[src/sv/scpa_ram.sv]
// generic single-write, single-read synchronous ram with registered read data
// no dependencies
`default_nettype none

module scpa_ram #(
    parameter int WIDTH = 8,
    parameter int DEPTH = 16
) (
    input  wire logic                                     clk,
    input  wire logic                                     wr_en,
    input  wire logic [((DEPTH > 1) ? $clog2(DEPTH) : 1)-1:0] wr_addr,
    input  wire logic [WIDTH-1:0]                         wr_data,
    input  wire logic                                     rd_en,
    input  wire logic [((DEPTH > 1) ? $clog2(DEPTH) : 1)-1:0] rd_addr,
    output logic      [WIDTH-1:0]                         rd_data
);

    logic [WIDTH-1:0] mem [DEPTH];

    always_ff @(posedge clk)
    begin
        if (wr_en)
        begin
            mem[wr_addr] <= wr_data;
        end
        if (rd_en)
        begin
            rd_data <= mem[rd_addr];
        end
    end

endmodule

`default_nettype wire

[config.mk]
export PLATFORM = sky130hd
export DESIGN_NAME = scpa_ram
export DESIGN_NICKNAME = d
export VERILOG_FILES = /design/src/sv/scpa_ram.sv
export SDC_FILE = /design/constraint.sdc
export NUM_CORES = 1
export LEC_CHECK = 0
export ABC_AREA = 1
export ABC_CLOCK_PERIOD_IN_PS = 1400
export BUFFER_PORTS_ARGS = -buffer_cell sky130_fd_sc_hd__buf_4
export CAP_MARGIN = 20
export CORE_MARGIN = 1.5
export CORE_UTILIZATION = 55
export DETAILED_ROUTE_END_ITERATION = 7
export GPL_ROUTABILITY_DRIVEN = 0
export PLACE_DENSITY_LB_ADDON = 0.25
export SLEW_MARGIN = 20
export SYNTH_ARGS = -nofsm -noshare
export SYNTH_HDL_FRONTEND = slang
export SYNTH_SLANG_ARGS = --single-unit
[constraint.sdc]
create_clock -name clk -period 1.4 [get_ports clk]
set_input_delay 0.21 -clock clk [delete_from_list [all_inputs] [get_ports clk]]
set_output_delay 0.21 -clock clk [all_outputs]
set_load 0.05 [all_outputs]
Yosys cells after proc, flatten, opt, wreduce, memory -nomap -nowiden
Memories as Yosys holds them, arrays and structs flattened. A register that Yosys moved wholly into a read port is not among the register bits.
Index checks and enable logic that the tools add are counted.
{"block": "totals", "register_bits": 0, "mem_bits_rw": 128, "input_bits": 19, "output_inout_bits": 8, "elab_cells": 3, "n_memories": 1}
{"block": "op_classes", "n_mux": 2}
{"name": "mem", "words": 16, "word_bits": 8, "read_ports": 1, "rd_clocked_by_memory_dff": 1, "write_ports": 1, "line_no": "18", "source": "logic [WIDTH-1:0] mem [DEPTH];"}
{"cell": "2-to-1 mux 1 bit", "count": 2}

Longest topological paths before layout
Gate-level depths: netlist (run 1).
{"block": "logic_depth", "ltp_word": 2, "depth_mapped": 8, "mapped_depth_nobuf": 7}

Least setup slack after synthesis (run 1)
OpenSTA, ideal clock, no wires.
{"block": "synth_path", "path_type": "input to register", "from": "in wr_addr[2] (netlist bit)", "to": "mem mem[10][0] (enable)", "arrival_time_ps": 791, "required_ps": 1030, "path_slack_ps": 239, "stages": 2, "n_path_buf": 0, "path_cell_list": "nand3b_1 -> nor2_1"}
{"item": "start, declared", "line_no": "11", "source": "input wire logic [((DEPTH > 1) ? $clog2(DEPTH) : 1)-1:0] wr_addr,"}
{"item": "end, declared", "line_no": "18"}
No word-level cell before the write port.

Final worst setup path (run 1)
{"block": "layout_path", "from": "reg rd_data[7] (read register of mem)", "to": "out rd_data[7]"}
{"item": "start, declared", "line_no": "15", "source": "output logic [WIDTH-1:0] rd_data"}
No word-level cell between the ends.

==> impl_metrics.tcl, run 1 <==
set metrics [dict create \
    fin_util_pct 66.68 \
    path_delay_family "flip-flops" \
    cp_cell_sequence "buf_4" \
    grt_overflow 0 \
    final_area_sq_mm 0.006884 \
    yosysWarnings 0 \
    slew_headroom_pct 61.37 \
    grt.met3_usage_pct 6.131 \
    gr-usage-met2_pct 40.14 \
    synth_adder_area_share_pct 0 \
    status "completed" \
    clk_pin_slew_ps 60 \
    syn_nets 570 \
    slew_viol_final 0 \
    drive_gt1_share_pct 13.89 \
    vias_per_cell 5.265 \
    dr.pass1.iters 5 \
    cpPeakStageDelay_ps 420 \
    finalCritPeriodShare_pct 97.97 \
    fin_nets 619 \
    dieArea_sq_mm 0.01126 \
    rsz0062_at_grt "no" \
    grt_pass1_vias 3876 \
    dieHeight_um 106.1 \
    maxCapViolCount 0 \
    final_hold_viol_count 0 \
    rows 37 \
    critPathMaxFanout 1 \
    synth_largest_area_cell "edfxtp_1" \
    ant_nets 0 \
    fin_skew_ps 8.817 \
    netlist_top_cells_area "edfxtp_1 (70%), nand2_1 (11%), nand3_1 (8.3%)" \
    cp_slowest_cell "edfxtp_1" \
    synth_xor_area_share_pct 0 \
    fp.dieW_um 106.1 \
    holdCritPathClass "in -> reg" \
    fillCellCount 762 \
    numPortBuffers 26 \
    synthCells 551 \
    cp-end-kind "output pin" \
    regArea_sq_mm 0.004084 \
    arrival_ps 1160 \
    grt-busiest-layer "met2" \
    synth_edf_count 136 \
    clk_latency_ps 530 \
    diodes 0 \
    vdd_drop_max_uv 867.9 \
    fin_crit_ps 1372 \
    antenna_found_initial 0 \
    post-cts-setup-buffers 0 \
    async_reset_ff_share_pct 0 \
    ys_types 11 \
    hpwlAfterDp_um 8275 \
    power.leakage_uw 0.002990 \
    cp_num_buf_inv 1 \
    yosysMostFrequentCell "nand2_1" \
    first_iter_violations 342 \
    wl_per_cell_um 17.38 \
    cts_max_level 4 \
    crit_type "reg -> out" \
    synth_compound_area_share_pct 0 \
    grt_max_degree 33 \
    yosys.area_share.simple_pct 20.76 \
    cp.required_ps 1190 \
    synth_area_sq_mm 0.005847 \
    synth_common_cells "nand2_1 (173), edfxtp_1 (136), inv_1 (100)" \
    startpoint_type "register" \
    timing.hold.ws_ps 15.34 \
    clock_sinks 136 \
    io_pins 27 \
    grt_pass1_wl_um 20470 \
    setup_violations 0 \
    synth.mux.area_fraction_pct 0 \
    cts_buffer_depth 2 \
    synth-main-ff-cell "edfxtp_1" \
    area_delta_synth_final_pct 17.74 \
    start_util_pct 56.64 \
    cts_buffers 17 \
    power_uw 9733 \
    synth_top_family_by_area "simple AND/OR/NAND/NOR gates" \
    wl_um 13000 \
    root_buffer "clkbuf_8" \
    multi_input_area_sq_mm 0.001214 \
    netlist.area_leader.share_pct 69.85 \
    max_freq_mhz 729.1 \
    synth_seq_cells 136 \
    worst_pin_slew_ps 578.5 \
    cts_tree "yes" \
    met1_usage_pct 33.15 \
    syn_avg_cell_area_sq_um 10.61 \
    placed_area_sq_mm 0.006274 \
    drcViolationCount 0 \
    seq_area_frac_synth_pct 69.85 \
    grt_use_total_pct 25.25 \
    core_region_area_sq_mm 0.01032 \
    vias 3938 \
    power_density_mw_per_mm2 1414 \
]
==> routing by layer <==
metal,vias to the layer above,share of wire (%)
li1,1881,-
met1,1846,40
met2,190,49
met3,21,8.6
met4,0,1.8
met5,-,0
==> state kept, by name, indices dropped and copies added, names as in the netlist <==
name	count
rd_data	8
mem	128
==> final timing paths <==
kind	startpoint	to	slack (ps)	cells past startpoint
worst max-delay path	rd_data[7]	rd_data[7]	30	1
worst min-delay path	wr_data[0]	mem[14][0]	20	1
worst max register to register	mem[0][2]	rd_data[2]	260	6
worst min register to register	mem[15][4]	rd_data[4]	740	6
==> per-stage QoR <==
step                      setup slack (ps)  std cells  setup TNS, ps
after CTS                            11.86        748              0
final                                28.44        748              0
after global routing                 6.344        748              0
after floorplan                      239.2        551              0
after global placement               5.774        716              0
after detailed placement            -16.85        716         -29.10
==> cells by family after synthesis <==
| kind of cell | Yosys count |
|---|---|
| buffers and inverters | 126 |
| DFF | 136 |
| and+or+nand+nor | 289 |
==> final cells by class <==
cell class                      instances  share of cell area [%]
Clock buffer                           17                   6.016
Clock inverter                         14                   2.654
Inverter                              102                   5.562
Multi-Input combinational cell        289                   17.63
Sequential cell                       136                   59.32
Tap cell                              136                   2.472
Timing Repair Buffer                   54                   6.343
==> cells in the final DEF, fill, tap and decap left out, drive strengths merged <==
cell type and instances:
edfxtp 136, nand3 97, inv 102, nand3b 2, nand2 173, bufinv 4
clkinv 6, dlygate4sd3 1, clkbuf 17, buf 53, nor2 17, clkinvlp 4
==> what timing repair did <==
item | 4_1_cts | 5_1_grt
hold endpoints to repair | 8 | 0
endpoints found under the setup margin | 0 | 1
hold buffers | 1 | 0
gates resized for setup | 0 | 1
==> power breakdown <==
group          internal, uW  switching [uW]
clock network          2860            1600
logic                   202             452
registers              4590            30.1
Note: power is estimated with default switching activity, not from simulation.
==> run 2: changes to the inputs <==
--- a/config.mk
+++ b/config.mk
@@ -6,7 +6,7 @@
 export NUM_CORES = 1
 export LEC_CHECK = 0
 export ABC_AREA = 1
-export ABC_CLOCK_PERIOD_IN_PS = 1400
+export ABC_CLOCK_PERIOD_IN_PS = 1750
 export BUFFER_PORTS_ARGS = -buffer_cell sky130_fd_sc_hd__buf_4
 export CAP_MARGIN = 20
 export CORE_MARGIN = 1.5
==> constraint.sdc (replaced) <==
create_clock -name clk -period 1.75 [get_ports clk]
set_input_delay 0.2625 -clock clk [delete_from_list [all_inputs] [get_ports clk]]
set_output_delay 0.2625 -clock clk [all_outputs]
set_load 0.05 [all_outputs]
==> run 2 against run 1 <==
- sequential share of layout area is 0.72 points higher
- clock power is 29% lower
- combinational power is 21% lower
- utilization is 0.80 points lower
- non-clock buffer count is 1 higher
- critical path depth stayed put
- critical path type unchanged
==> impl_metrics.tcl, run 2 (same netlist as run 1, synthesis figures left out) <==
set metrics [dict create \
    status "completed" \
    power_density_mw_per_mm2 1085 \
    top_regs "mem (128), rd_data (8)" \
    hpwlAfterDp_um 8305 \
    slew_viol_final 0 \
    fin_nets 620 \
    rsz0062_at_grt "no" \
    first_iter_violations 398 \
    crit_type "reg -> out" \
    grt_pass1_wl_um 20630 \
    power_uw 7378 \
    slew_headroom_pct 76.76 \
    final_cell_mix "nand2_1 (173), edfxtp_1 (136), inv_1 (100), nand3_1 (97), buf_4 (54)" \
    cts_max_level 4 \
    area_delta_synth_final_pct 16.33 \
    finalNonFillerCells 749 \
    cp.required_ps 1490 \
    power.leakage_uw 0.002952 \
    setup_slack_ps 318.6 \
    cts_buffers 17 \
    antenna_found_initial 0 \
    diodes 0 \
    fin_tns_setup_ps 0 \
    dieHeight_um 106.1 \
    final_common_cell "nand2_1" \
    fp.dieW_um 106.1 \
    root_buffer "clkbuf_8" \
    cp-end-kind "output pin" \
    rows 37 \
    cts_tree "yes" \
    dieArea_sq_mm 0.01126 \
    path_delay_family "flip-flops" \
    finalCritPeriodShare_pct 81.79 \
    grt_max_degree 35 \
    ant_nets 0 \
    clock_sinks 136 \
    cp_cell_sequence "buf_4" \
    fin_util_pct 65.88 \
    vdd_drop_max_uv 652.1 \
    startpoint_type "register" \
    worst_pin_slew_ps 348.6 \
    grt_pass1_vias 3937 \
    cp_slowest_cell "edfxtp_1" \
    cpPeakStageDelay_ps 430 \
    holdCritPathClass "in -> reg" \
    post-cts-setup-buffers 0 \
    grt_use_total_pct 25.28 \
    dr.pass1.iters 5 \
    io_pins 27 \
    drive_gt1_share_pct 13.70 \
    core_region_area_sq_mm 0.01032 \
    clk_latency_ps 520 \
    fillCellCount 786 \
    cts-resized-gates 0 \
    largest_reg_flops 128 \
    cp_num_buf_inv 1 \
    largest-register "mem" \
    start_util_pct 56.64 \
    critPathMaxFanout 1 \
    clk_pin_slew_ps 60 \
    numPortBuffers 26 \
    cts_hold_buf 0 \
    arrival_ps 1170 \
    cts_buffer_depth 2 \
    fin_skew_ps 7.809 \
    vias 3979 \
    vias_per_cell 5.312 \
    grt_overflow 0 \
    wl_um 12980 \
    wl_per_cell_um 17.33 \
    dp.cells 718 \
    maxCapViolCount 0 \
    final_hold_viol_count 0 \
    post-place-ws_ps 204.9 \
    fin_crit_ps 1431 \
    setup_violations 0 \
    drcViolationCount 0 \
    max_freq_mhz 698.6 \
]
## run 2: layout make-up
cell class	instances	area, sq um	area share (%)
clock buffer	18	417.9	6.144
clock inverter	13	107.6	1.582
inverter	102	382.9	5.629
multi-input combinational	289	1214	17.84
sequential	136	4084	60.04
tap	136	170.2	2.502
timing repair buffer	55	425.4	6.255
## run 2: worst register-to-register path, stage by stage, from the launching register on
cell and delay [ps]:
edfxtp_1 390, inv_1 60, nand2_1 50, nand3_1 70, nand3_1 120, nand3_1 130, nand2_1 60
## run 2: worst paths after layout
| check | from | slack, ps | end | depth (start not counted) |
|---|---|---|---|---|
| max | rd_data[5] | 320 | rd_data[5] | 1 |
| min | rd_en | 40 | rd_data[5] | 1 |
| max reg2reg | mem[0][1] | 620 | rd_data[1] | 6 |
| min reg2reg | mem[4][5] | 770 | rd_data[5] | 6 |
## run 2: metrics by stage
| step | instance area [sq um] | hold slack (ps) |
|---|---|---|
| after floorplan | 5847 | 361.4 |
| after global placement | 6276 | 576.8 |
| after detailed placement | 6276 | 573.7 |
| after CTS | 6802 | 30.48 |
| after global routing | 6802 | 32.29 |
| final | 6802 | 44.29 |
## run 2: routing by layer
| metal | global-route usage (%) | routed length [um] | up-vias |
|---|---|---|---|
| met5 | 0 | 0 | - |
| met4 | 9.749 | 233 | 0 |
| met3 | 6.438 | 1021 | 25 |
| met2 | 39.49 | 6222 | 174 |
| met1 | 34.28 | 5503 | 1896 |
| li1 | - | - | 1884 |
## run 2: report_power, final
part | internal, uW | switching [uW] | total [uW]
registers | 3670 | 24.7 | 3700
clock network | 1860 | 1310 | 3160
logic | 158 | 360 | 518
